File: config.mk
export PLATFORM = sky130hd
export DESIGN_NAME = spi_clock_divider_search
export DESIGN_NICKNAME = d
export VERILOG_FILES = /design/src/hdl/spicd_pkg.sv /design/src/hdl/spicd_div.sv /design/src/hdl/spicd_dp.sv /design/src/hdl/spicd_ctrl.sv /design/src/hdl/spi_clock_divider_search.sv
export SDC_FILE = /design/constraint.sdc
export NUM_CORES = 1
export LEC_CHECK = 0
export ABC_AREA = 1
export BUFFER_PORTS_ARGS = -buffer_cell sky130_fd_sc_hd__buf_4
export CORE_MARGIN = 3
export CORE_UTILIZATION = 50
export CTS_CLUSTER_DIAMETER = 80
export DETAILED_ROUTE_END_ITERATION = 10
export GPL_ROUTABILITY_DRIVEN = 0
export HOLD_SLACK_MARGIN = 0.12
export PLACE_DENSITY = 0.76
export SLEW_MARGIN = 20
export SYNTH_ARGS = -nofsm -noshare
export SYNTH_HDL_FRONTEND = slang
export SYNTH_SLANG_ARGS = --single-unit
File: constraint.sdc
create_clock -name clk -period 6.2 [get_ports clk]
set_input_delay 1.24 -clock clk [delete_from_list [all_inputs] [get_ports clk]]
set_output_delay 1.24 -clock clk [all_outputs]
set_load 0.02 [all_outputs]
File: src/hdl/spicd_pkg.sv
// Shared types and constants for the serial clock divider search.
// Used by the controller, the datapath and the divider unit; depends on nothing.
package spicd_pkg;

  // Width of the operands of the shared divider (32-bit values plus one carry bit)
  localparam int unsigned OP_W = 33;
  // Largest even prescaler the 8-bit register can hold
  localparam logic [7:0] PRESCALER_MAX = 8'd254;
  localparam logic [7:0] PRESCALER_MIN = 8'd2;
  localparam logic [31:0] PCLK_RESET = 32'd60000000;

  // Controller states
  typedef enum logic [3:0] {
    ST_IDLE,
    ST_NEED_GO,
    ST_NEED_WAIT,
    ST_PRE,
    ST_DP1_GO,
    ST_DP1_WAIT,
    ST_MUL,
    ST_ACT_GO,
    ST_ACT_WAIT,
    ST_DONE
  } state_t;

  // Which quotient the shared divider computes
  typedef enum logic [1:0] {
    DIV_NEED,
    DIV_DP1,
    DIV_ACT
  } div_sel_t;

  // Commands from controller to datapath
  typedef struct packed {
    logic     load;
    logic     div_start;
    div_sel_t div_sel;
    logic     ld_need;
    logic     ld_pre;
    logic     ld_dp1;
    logic     ld_prod;
    logic     ld_act;
  } dp_cmd_t;

  // Status from datapath to controller
  typedef struct packed {
    logic div_done;
    logic fail;
  } dp_status_t;

endpackage

File: src/hdl/spicd_div.sv
// Restoring divider, one quotient bit per cycle, OP_W-bit operands.
// Depends on spicd_pkg for the operand width.
module spicd_div (
  input  logic                       clk,
  input  logic                       rst,
  input  logic                       start,
  input  logic [spicd_pkg::OP_W-1:0] dividend,
  input  logic [spicd_pkg::OP_W-1:0] divisor,
  output logic                       done,
  output logic [spicd_pkg::OP_W-1:0] quotient
);

  localparam int unsigned W     = spicd_pkg::OP_W;
  localparam int unsigned CNT_W = $clog2(W + 1);

  logic [W-1:0]     quo;
  logic [W-1:0]     rem;
  logic [W-1:0]     dvs;
  logic [CNT_W-1:0] cnt;
  logic             running;
  logic             done_r;

  logic [W:0]       rem_sh;
  logic [W+1:0]     diff;
  logic             neg;

  // Trial subtract of the shifted remainder
  always_comb begin
    rem_sh = {rem, quo[W-1]};
    diff   = {1'b0, rem_sh} - {2'b00, dvs};
    neg    = diff[W+1];
  end

  // Control: count steps, register done together with the last step
  always_ff @(posedge clk) begin
    if (rst) begin
      running <= 1'b0;
      done_r  <= 1'b0;
      cnt     <= '0;
    end else begin
      done_r <= 1'b0;
      if (start) begin
        running <= 1'b1;
        cnt     <= CNT_W'(W);
      end else if (running) begin
        cnt <= cnt - 1'b1;
        if (cnt == CNT_W'(1)) begin
          running <= 1'b0;
          done_r  <= 1'b1;
        end
      end
    end
  end

  // Datapath: shift in one quotient bit per step
  always_ff @(posedge clk) begin
    if (start) begin
      quo <= dividend;
      rem <= '0;
      dvs <= divisor;
    end else if (running) begin
      quo <= {quo[W-2:0], ~neg};
      rem <= neg ? rem_sh[W-1:0] : diff[W-1:0];
    end
  end

  assign done     = done_r;
  assign quotient = quo;

endmodule

File: src/hdl/spicd_dp.sv
// Datapath: clock register, search registers, multiplier and shared divider.
// Depends on spicd_pkg and spicd_div.
module spicd_dp #(
  parameter int unsigned DIVIDER_BITS = 8
) (
  input  logic                  clk,
  input  logic                  rst,
  input  logic                  cfg_we,
  input  logic [31:0]           cfg_data,
  input  logic [31:0]           target_hz,
  input  spicd_pkg::dp_cmd_t    cmd,
  output spicd_pkg::dp_status_t status,
  output logic [7:0]            prescaler,
  output logic [7:0]            divider,
  output logic [31:0]           actual_hz,
  output logic                  unreachable
);

  localparam int unsigned W      = spicd_pkg::OP_W;
  localparam int unsigned DP1_W  = DIVIDER_BITS + 1;
  localparam int unsigned PROD_W = DP1_W + 8;
  localparam int unsigned EXT_W  = (DP1_W > 8) ? DP1_W : 8;
  localparam logic [DP1_W-1:0] SPAN = DP1_W'(1) << DIVIDER_BITS;

  logic [31:0]       pclk;
  logic [31:0]       target;
  logic [W-1:0]      need;
  logic [7:0]        pre;
  logic              fail;
  logic [DP1_W-1:0]  divp1;
  logic [PROD_W-1:0] prod;
  logic [31:0]       actual;

  logic [W:0]        pre_sum;
  logic [W:0]        pre_raw;
  logic [7:0]        pre_next;
  logic              fail_next;
  logic [W-1:0]      div_a;
  logic [W-1:0]      div_b;
  logic              div_done;
  logic [W-1:0]      quotient;
  logic [DP1_W-1:0]  dp1m1;
  logic [EXT_W-1:0]  dp1_ext;

  // Hold the peripheral clock register
  always_ff @(posedge clk) begin
    if (rst) begin
      pclk <= spicd_pkg::PCLK_RESET;
    end else if (cfg_we) begin
      pclk <= cfg_data;
    end
  end

  // Prescaler: ceil(need/span), min 2, round up to even; max if unreachable
  always_comb begin
    pre_sum   = {1'b0, need} + (W + 1)'(SPAN - 1'b1);
    pre_raw   = pre_sum >> DIVIDER_BITS;
    fail_next = (pre_raw > (W + 1)'(spicd_pkg::PRESCALER_MAX));
    pre_next  = pre_raw[7:0];
    if (pre_next < spicd_pkg::PRESCALER_MIN) begin
      pre_next = spicd_pkg::PRESCALER_MIN;
    end
    if (pre_next[0]) begin
      pre_next = pre_next + 8'd1;
    end
    if (fail_next) begin
      pre_next = spicd_pkg::PRESCALER_MAX;
    end
  end

  // Select operands for the shared divider
  always_comb begin
    case (cmd.div_sel)
      spicd_pkg::DIV_NEED: begin
        div_a = W'(pclk);
        div_b = W'(target) + W'(1);
      end
      spicd_pkg::DIV_DP1: begin
        div_a = need + W'(pre) - W'(1);
        div_b = W'(pre);
      end
      default: begin
        div_a = W'(pclk);
        div_b = W'(prod);
      end
    endcase
  end

  spicd_div u_div (
    .clk      (clk),
    .rst      (rst),
    .start    (cmd.div_start),
    .dividend (div_a),
    .divisor  (div_b),
    .done     (div_done),
    .quotient (quotient)
  );

  // Search registers, loaded step by step on controller command
  always_ff @(posedge clk) begin
    if (cmd.load) begin
      target <= target_hz;
    end
    if (cmd.ld_need) begin
      need <= quotient + W'(1);
    end
    if (cmd.ld_pre) begin
      pre   <= pre_next;
      divp1 <= SPAN;
    end
    if (cmd.ld_dp1) begin
      divp1 <= quotient[DP1_W-1:0];
    end
    if (cmd.ld_prod) begin
      prod <= PROD_W'(divp1) * PROD_W'(pre);
    end
    if (cmd.ld_act) begin
      actual <= quotient[31:0];
    end
  end

  // Unreachable flag is control state for the sequencer
  always_ff @(posedge clk) begin
    if (rst) begin
      fail <= 1'b0;
    end else if (cmd.ld_pre) begin
      fail <= fail_next;
    end
  end

  // Drop divider plus one to the 8-bit field
  always_comb begin
    dp1m1   = divp1 - 1'b1;
    dp1_ext = EXT_W'(dp1m1);
  end

  assign status.div_done = div_done;
  assign status.fail     = fail;
  assign prescaler       = pre;
  assign divider         = dp1_ext[7:0];
  assign actual_hz       = actual;
  assign unreachable     = fail;

endmodule

File: src/hdl/spicd_ctrl.sv
// Sequencer for the prescaler and divider search.
// Depends on spicd_pkg for state, command and status types.
module spicd_ctrl (
  input  logic                  clk,
  input  logic                  rst,
  input  logic                  start,
  input  spicd_pkg::dp_status_t status,
  output spicd_pkg::dp_cmd_t    cmd,
  output logic                  busy,
  output logic                  done
);

  spicd_pkg::state_t state;
  spicd_pkg::state_t state_next;

  // State register
  always_ff @(posedge clk) begin
    if (rst) begin
      state <= spicd_pkg::ST_IDLE;
    end else begin
      state <= state_next;
    end
  end

  // Next state
  always_comb begin
    state_next = state;
    unique case (state)
      spicd_pkg::ST_IDLE: begin
        if (start) state_next = spicd_pkg::ST_NEED_GO;
      end
      spicd_pkg::ST_NEED_GO:   state_next = spicd_pkg::ST_NEED_WAIT;
      spicd_pkg::ST_NEED_WAIT: begin
        if (status.div_done) state_next = spicd_pkg::ST_PRE;
      end
      spicd_pkg::ST_PRE:       state_next = spicd_pkg::ST_DP1_GO;
      spicd_pkg::ST_DP1_GO: begin
        // skip the divider quotient when the target is out of reach
        state_next = status.fail ? spicd_pkg::ST_MUL : spicd_pkg::ST_DP1_WAIT;
      end
      spicd_pkg::ST_DP1_WAIT: begin
        if (status.div_done) state_next = spicd_pkg::ST_MUL;
      end
      spicd_pkg::ST_MUL:       state_next = spicd_pkg::ST_ACT_GO;
      spicd_pkg::ST_ACT_GO:    state_next = spicd_pkg::ST_ACT_WAIT;
      spicd_pkg::ST_ACT_WAIT: begin
        if (status.div_done) state_next = spicd_pkg::ST_DONE;
      end
      spicd_pkg::ST_DONE:      state_next = spicd_pkg::ST_IDLE;
      default:                 state_next = spicd_pkg::ST_IDLE;
    endcase
  end

  // Outputs
  always_comb begin
    cmd         = '0;
    cmd.div_sel = spicd_pkg::DIV_NEED;
    unique case (state)
      spicd_pkg::ST_IDLE:      cmd.load = start;
      spicd_pkg::ST_NEED_GO:   cmd.div_start = 1'b1;
      spicd_pkg::ST_NEED_WAIT: cmd.ld_need = status.div_done;
      spicd_pkg::ST_PRE:       cmd.ld_pre = 1'b1;
      spicd_pkg::ST_DP1_GO: begin
        cmd.div_sel   = spicd_pkg::DIV_DP1;
        cmd.div_start = ~status.fail;
      end
      spicd_pkg::ST_DP1_WAIT: begin
        cmd.div_sel = spicd_pkg::DIV_DP1;
        cmd.ld_dp1  = status.div_done;
      end
      spicd_pkg::ST_MUL:       cmd.ld_prod = 1'b1;
      spicd_pkg::ST_ACT_GO: begin
        cmd.div_sel   = spicd_pkg::DIV_ACT;
        cmd.div_start = 1'b1;
      end
      spicd_pkg::ST_ACT_WAIT: begin
        cmd.div_sel = spicd_pkg::DIV_ACT;
        cmd.ld_act  = status.div_done;
      end
      spicd_pkg::ST_DONE:      cmd = '0;
      default:                 cmd = '0;
    endcase
  end

  assign busy = (state != spicd_pkg::ST_IDLE);
  assign done = (state == spicd_pkg::ST_DONE);

endmodule

File: src/hdl/spi_clock_divider_search.sv
// Top level of the serial clock prescaler and divider search.
// Depends on spicd_pkg, spicd_ctrl and spicd_dp.
//
//  channel   handshake              word
//  --------  ---------------------  ---------------------------------------
//  request   start & !busy          target_hz
//  result    done (one cycle)       prescaler, divider, actual_hz, unreachable
//  config    cfg_valid & cfg_ready  cfg_data (peripheral clock, hertz)
//
// A request makes three 33-step passes through the shared restoring
// divider (two when the target is out of reach), with sequencing states
// between the passes.
// Busy rises after accept, holds through done, then drops; one word in flight.
// Reset sets the peripheral clock to 60 MHz and returns the sequencer to idle.
// The result cannot be stalled; cfg_ready is high only while idle.
module spi_clock_divider_search #(
  parameter int unsigned DIVIDER_BITS = 8
) (
  input  logic        clk,
  input  logic        rst,
  input  logic        start,
  output logic        busy,
  input  logic [31:0] target_hz,
  output logic        done,
  output logic [7:0]  prescaler,
  output logic [7:0]  divider,
  output logic [31:0] actual_hz,
  output logic        unreachable,
  input  logic        cfg_valid,
  output logic        cfg_ready,
  input  logic [31:0] cfg_data
);

  spicd_pkg::dp_cmd_t    cmd;
  spicd_pkg::dp_status_t status;

  // Take config words only while idle
  assign cfg_ready = ~busy;

  spicd_ctrl u_ctrl (
    .clk    (clk),
    .rst    (rst),
    .start  (start),
    .status (status),
    .cmd    (cmd),
    .busy   (busy),
    .done   (done)
  );

  spicd_dp #(
    .DIVIDER_BITS (DIVIDER_BITS)
  ) u_dp (
    .clk         (clk),
    .rst         (rst),
    .cfg_we      (cfg_valid & cfg_ready),
    .cfg_data    (cfg_data),
    .target_hz   (target_hz),
    .cmd         (cmd),
    .status      (status),
    .prescaler   (prescaler),
    .divider     (divider),
    .actual_hz   (actual_hz),
    .unreachable (unreachable)
  );

endmodule

==> results of run 1 <==
## through the flow
step | util | cell area [um^2]
after detailed placement | 0.544 | 21200
after CTS | 0.574 | 22400
after global routing | 0.574 | 22400
after floorplan | - | 19900
final | 0.574 | 22400
after global placement | 0.544 | 21200
## state kept, by name, summed over array words and instances, names as in the netlist, 4 cells and up
name	flops
u_dp.u_div.quotient	33
u_dp.divp1	9
u_dp.prod	17
u_dp.need	33
u_dp.prescaler	8
u_dp.pclk	32
u_dp.u_div.rem	33
u_dp.target	32
u_ctrl.state	4
u_dp.u_div.cnt	6
u_dp.u_div.dvs	33
u_dp.actual_hz	32
## per-layer routing
layer  GRT usage  vias to the layer above  wire length, um
met3      0.0539                      144             4950
met5           0                        -                0
met4      0.0847                        0             1790
li1            -                     8642                -
met2       0.401                      864            24000
met1       0.352                     8344            23300
## power by group through the flow
stage / Sequential [uW] / Clock [uW] / Combinational (uW)
2_1_floorplan: 3040 / 0 / 3520
3_3_place_gp: 3160 / 0 / 4330
3_5_place_dp: 3180 / 0 / 4490
4_1_cts: 3150 / 2080 / 4520
5_1_grt: 3210 / 2150 / 5150
6_report: 3160 / 2050 / 4550
## Yosys cell counts (3+ instances only)
cell,instances,area share
nor2_4,6,0.0034
dfxtp_1,78,0.078
nand3b_1,7,0.0026
clkinv_1,3,0.00057
nand2_1,620,0.12
fa_1,44,0.044
inv_1,412,0.078
buf_2,14,0.0035
a21oi_1,170,0.043
inv_2,15,0.0028
nor3_1,45,0.011
a21oi_2,3,0.0013
o211ai_1,7,0.0026
nand4_1,50,0.016
a21o_1,9,0.0034
o21a_1,9,0.0034
nand2_2,11,0.0035
ha_1,139,0.087
xor2_1,54,0.024
or2_2,6,0.0019
nor4_1,11,0.0035
nor2_1,221,0.042
a22oi_1,17,0.0064
o21ai_0,103,0.026
nor3_2,4,0.0020
edfxtp_1,197,0.30
nand3_1,147,0.037
o21ai_1,41,0.010
xnor2_1,31,0.014
nand3_2,4,0.0020
clkbuf_1,37,0.0070
nor2_2,17,0.0053
buf_6,6,0.0034
o21bai_1,6,0.0023
a31oi_1,3,0.00094
## cell type report
class	count	area, um^2
Clock buffer	48	966
Clock inverter	14	176
Fill cell	3464	16600
Inverter	430	1610
Multi-Input combinational cell	1814	10500
Sequential cell	275	7480
Tap cell	518	648
Timing Repair Buffer	128	961
## critical path, stage by stage (launching register included)
cell and delay (ns):
edfxtp_1 0.61, nand2_1 0.16, fa_1 0.53, fa_1 0.55
inv_1 0.06, fa_1 0.52, inv_1 0.06, fa_1 0.53
inv_1 0.04, ha_1 0.37, a21oi_1 0.22, o21ai_0 0.10
a21oi_1 0.22, o21ai_0 0.21, nand4_1 0.13, nand3_1 0.08
xor2_1 0.14
## logic make-up after synthesis
logic type | after synthesis
simple gates | 1159
buf+inv | 489
compound gates | 386
flops | 275
fa+ha+maj | 183
xor+xnor | 85
other cells | 1
## how the worst max path moves through the flow
stage,end,cells after the start
2_1_floorplan,u_dp.prod[16],17
3_5_place_dp,u_dp.prod[16],16
4_1_cts,u_dp.prod[16],16
3_3_place_gp,u_dp.prod[16],16
5_1_grt,u_dp.prod[16],16
6_report,u_dp.prod[16],16
==> results.yml, run 1 <==
setup_path:
  rr_startpoint: "u_dp.prescaler[7]"
  crit_type: "reg2reg"
  cp.arrival_ns: 5.07
  critPathCaptureType: "flip-flop"
  reg2reg_slack_ns: 1.40
  startpoint: "u_dp.prescaler[7]"
  worstPathRequired_ns: 6.48
  critPathMaxFanout: 12
  rr_endpoint: "u_dp.prod[16]"
  cp-start-kind: "flip-flop"
  ff2ff_path_depth: 16
clocking:
  ctsHoldBuffers: 0
  cts_resized: 0
  numCtsBuffers: 34
  clk_pin_slew_ns: 0.06
  clk_latency_ns: 0.55
  post_cts_buffers: 0
  cts.path.max_buffers: 3
  clock-root-buffer: "clkbuf_16"
  cts_sinks: 275
  cts_tree: "done"
  htree_levels: 2
timing:
  min_period_ns: 4.80
  holdWs_ns: 0.463
  slew_headroom: 0.272
  rsz0062_at_grt: "false"
  finalHoldViolCount: 0
  fmax_mhz: 208
  final.period_utilization: 0.774
  slew_viol_final: 0
  fin_worst_skew_ns: 0.0305
  final.setup.worst_slack_ns: 1.40
  worst_pin_slew_ns: 1.09
  setup_viol: 0
  tns_ns: 0
detailed_routing:
  dr_total_vias: 18000
  vias_per_cell: 5.58
  drtIter0Drc: 1927
  dr.pass1.iters: 7
  remaining_drc_errors: 0
  drt-total-wl_mm: 54.0
  wl_per_cell_um: 16.7
  ant_nets: 0
global_route:
  grtUsageTotal: 0.255
  grt_max_degree: 60
  grt_pass1_vias: 17000
  antenna_found_initial: 0
  gr-total-overflow: 0
  grt_pass1_wl_mm: 86.4
synthesis:
  synth_top_family_by_area: "simple AND/OR/NAND/NOR gates"
  ys_seq_elements: 275
  synth.distinct_cells: 57
  synthMuxAreaShare: 0
  ys_seq_area_frac: 0.376
  yosys.area_share.simple: 0.252
  synthAdderAreaFrac: 0.132
  synth_compound_area_frac: 0.107
  async_flop_share: 0
  synth_cells: 2578
  yosys_warnings: 0
  synth_edf_count: 197
  synth_flop_cell: "edfxtp_1"
  synth.cell_area_um2: 19900
  postSynthAreaPerCell_um2: 7.72
  syn-num-nets: 2829
  synth_xor_xnor_area_share: 0.0374
status:
  status: "finished clean"
cells_and_area:
  layout-drive-gt1-share: 0.0956
  final_cell_mix: "nand2_1, inv_1, nor2_1"
  antennaDiodeCount: 0
  final_common_cell: "nand2_1"
  fin_cells: 3227
  fin_nets: 2934
  syn_to_final_growth_pct: 12.5
placed_design:
  port_buffers: 119
  preCtsSetupSlack_ns: 1.44
  dp_hpwl_mm: 41.5
  dpl.cell_count: 3165
pwr:
  power_density_nw_per_um2: 436
  seq_power_share: 0.324
  p_clk_frac: 0.210
  swShare: 0.428
  vdd_drop_max_v: 0.000751
  p_leak_uw: 0.0104
  combPwrFrac: 0.466
  internal_power_uw: 5590
  finalPower_uw: 9760
  p_sw_uw: 4170
hold_path:
  hold_start: "u_dp.pclk[22]"
  worstHoldPathType: "reg2reg"
  hold-path-cell-count: 2
  hold_path_end: "u_dp.pclk[22]"
floorplanning:
  placeableCoreArea_um2: 39000
  die_y_um: 205
  core.rowCount: 72
  dieArea_um2: 42200
  die-width_um: 205
  start_util: 0.510
  pin_count: 120
job:
  maxCapViolCount: 0
Power figures use the tool's default switching activity.
==> run 2, diff against run 1 <==
- clock period: 6.2 -> 4.7 ns (I/O delays scaled with it)
==> results.yml, run 2 (synthesized netlist as in run 1, its figures left out) <==
setup_path:
  cp-start-kind: "flip-flop"
  cp.arrival_ns: 4.88
  crit_type: "reg2reg"
  critPathCaptureType: "flip-flop"
  critPathMaxFanout: 6
  worstPathRequired_ns: 5.03
cells_and_area:
  syn_to_final_growth_pct: 13.0
  fin_nets: 2961
  layout-drive-gt1-share: 0.106
  final_common_cell: "nand2_1"
  final_cell_mix: "nand2_1, inv_1, nor2_1"
  antennaDiodeCount: 0
floorplanning:
  dieArea_um2: 42200
  pin_count: 120
  die_y_um: 205
  die-width_um: 205
  core.rowCount: 72
  placeableCoreArea_um2: 39000
  start_util: 0.510
clocking:
  cts_sinks: 275
  htree_levels: 1
  clock-root-buffer: "clkbuf_16"
  cts_tree: "done"
  clk_pin_slew_ns: 0.06
  numCtsBuffers: 31
  cts.path.max_buffers: 3
  clk_latency_ns: 0.60
global_route:
  gr-total-overflow: 0
  grt_max_degree: 55
  grt_pass1_vias: 16800
  grtUsageTotal: 0.253
  antenna_found_initial: 0
  grt_pass1_wl_mm: 86.6
detailed_routing:
  ant_nets: 0
  drt-total-wl_mm: 53.9
  vias_per_cell: 5.50
  dr_total_vias: 17900
  remaining_drc_errors: 0
  drtIter0Drc: 1718
  wl_per_cell_um: 16.6
  dr.pass1.iters: 9
timing:
  min_period_ns: 4.55
  worst_pin_slew_ns: 1.10
  final.period_utilization: 0.969
  tns_ns: 0
  fin_worst_skew_ns: 0.0153
  finalHoldViolCount: 0
  slew_headroom: 0.262
  fmax_mhz: 220
  setup_viol: 0
  slew_viol_final: 0
  holdWs_ns: 0.460
pwr:
  finalPower_uw: 12600
  p_leak_uw: 0.0105
  vdd_drop_max_v: 0.000430
  power_density_nw_per_um2: 562
hold_path:
  worstHoldPathType: "reg2reg"
placed_design:
  dp_hpwl_mm: 41.5
  port_buffers: 119
status:
  status: "finished clean"
job:
  maxCapViolCount: 0
[run 2: timing repair]
action                                  CTS  global route
gates resized for setup                   0             4
hold buffers                              0             0
buffers inserted                          0            19
endpoints found under the setup margin    0             4
hold endpoints to repair                  0             0
[run 2: final cells by class]
cell class / count / area, um^2
fill: 3452 / 16500
multi-input combinational: 1814 / 10500
sequential: 275 / 7480
inverter: 430 / 1610
timing repair buffer: 158 / 1190
clock buffer: 44 / 895
tap: 518 / 648
clock inverter: 14 / 125
[run 2: worst paths after layout]
kind                                              start  cells past startpoint  slack (ns)                  to
worst min register to register  u_dp.u_div.quotient[31]                      0        0.46  u_dp.actual_hz[31]
worst max-delay path                      u_dp.divp1[2]                     17        0.15       u_dp.prod[16]
worst min-delay path            u_dp.u_div.quotient[31]                      0        0.46  u_dp.actual_hz[31]
worst max register to register            u_dp.divp1[2]                     17        0.15       u_dp.prod[16]
[run 2: per-stage QoR]
stage           util  setup WS [ns]  std cells  cell area (um^2)
2_1_floorplan      -          0.111       2578             19900
3_3_place_gp   0.547          0.155       3176             21300
3_5_place_dp   0.547         0.0511       3176             21300
4_1_cts        0.573         0.0180       3234             22300
5_1_grt        0.577        -0.0395       3253             22500
6_report       0.577          0.147       3253             22500
[run 2: per-layer routing]
metal	vias to the layer above	GRT usage	share of wire
met4	0	0.0744	0.030
met2	764	0.392	0.44
met5	-	0	0
li1	8688	-	-
met3	120	0.0486	0.087
met1	8309	0.361	0.44
[run 2: worst max-delay path, cell delays in order (launching register included)]
cell	delay [ns]
edfxtp_1	0.47
buf_4	0.19
nand2_1	0.07
fa_1	0.46
fa_1	0.56
inv_1	0.06
fa_1	0.53
inv_1	0.06
fa_1	0.53
inv_1	0.04
ha_1	0.38
a21oi_1	0.24
o21ai_0	0.15
a21oi_2	0.19
o21ai_2	0.10
nand4_1	0.08
nand3_1	0.08
xor2_1	0.14
[run 2: power by group]
group          leakage [uW]  internal [uW]  switching (uW)  total [uW]
logic               0.00752           2140            3960        6100
clock network      0.000512           1390            1010        2400
registers           0.00243           3650             505        4150
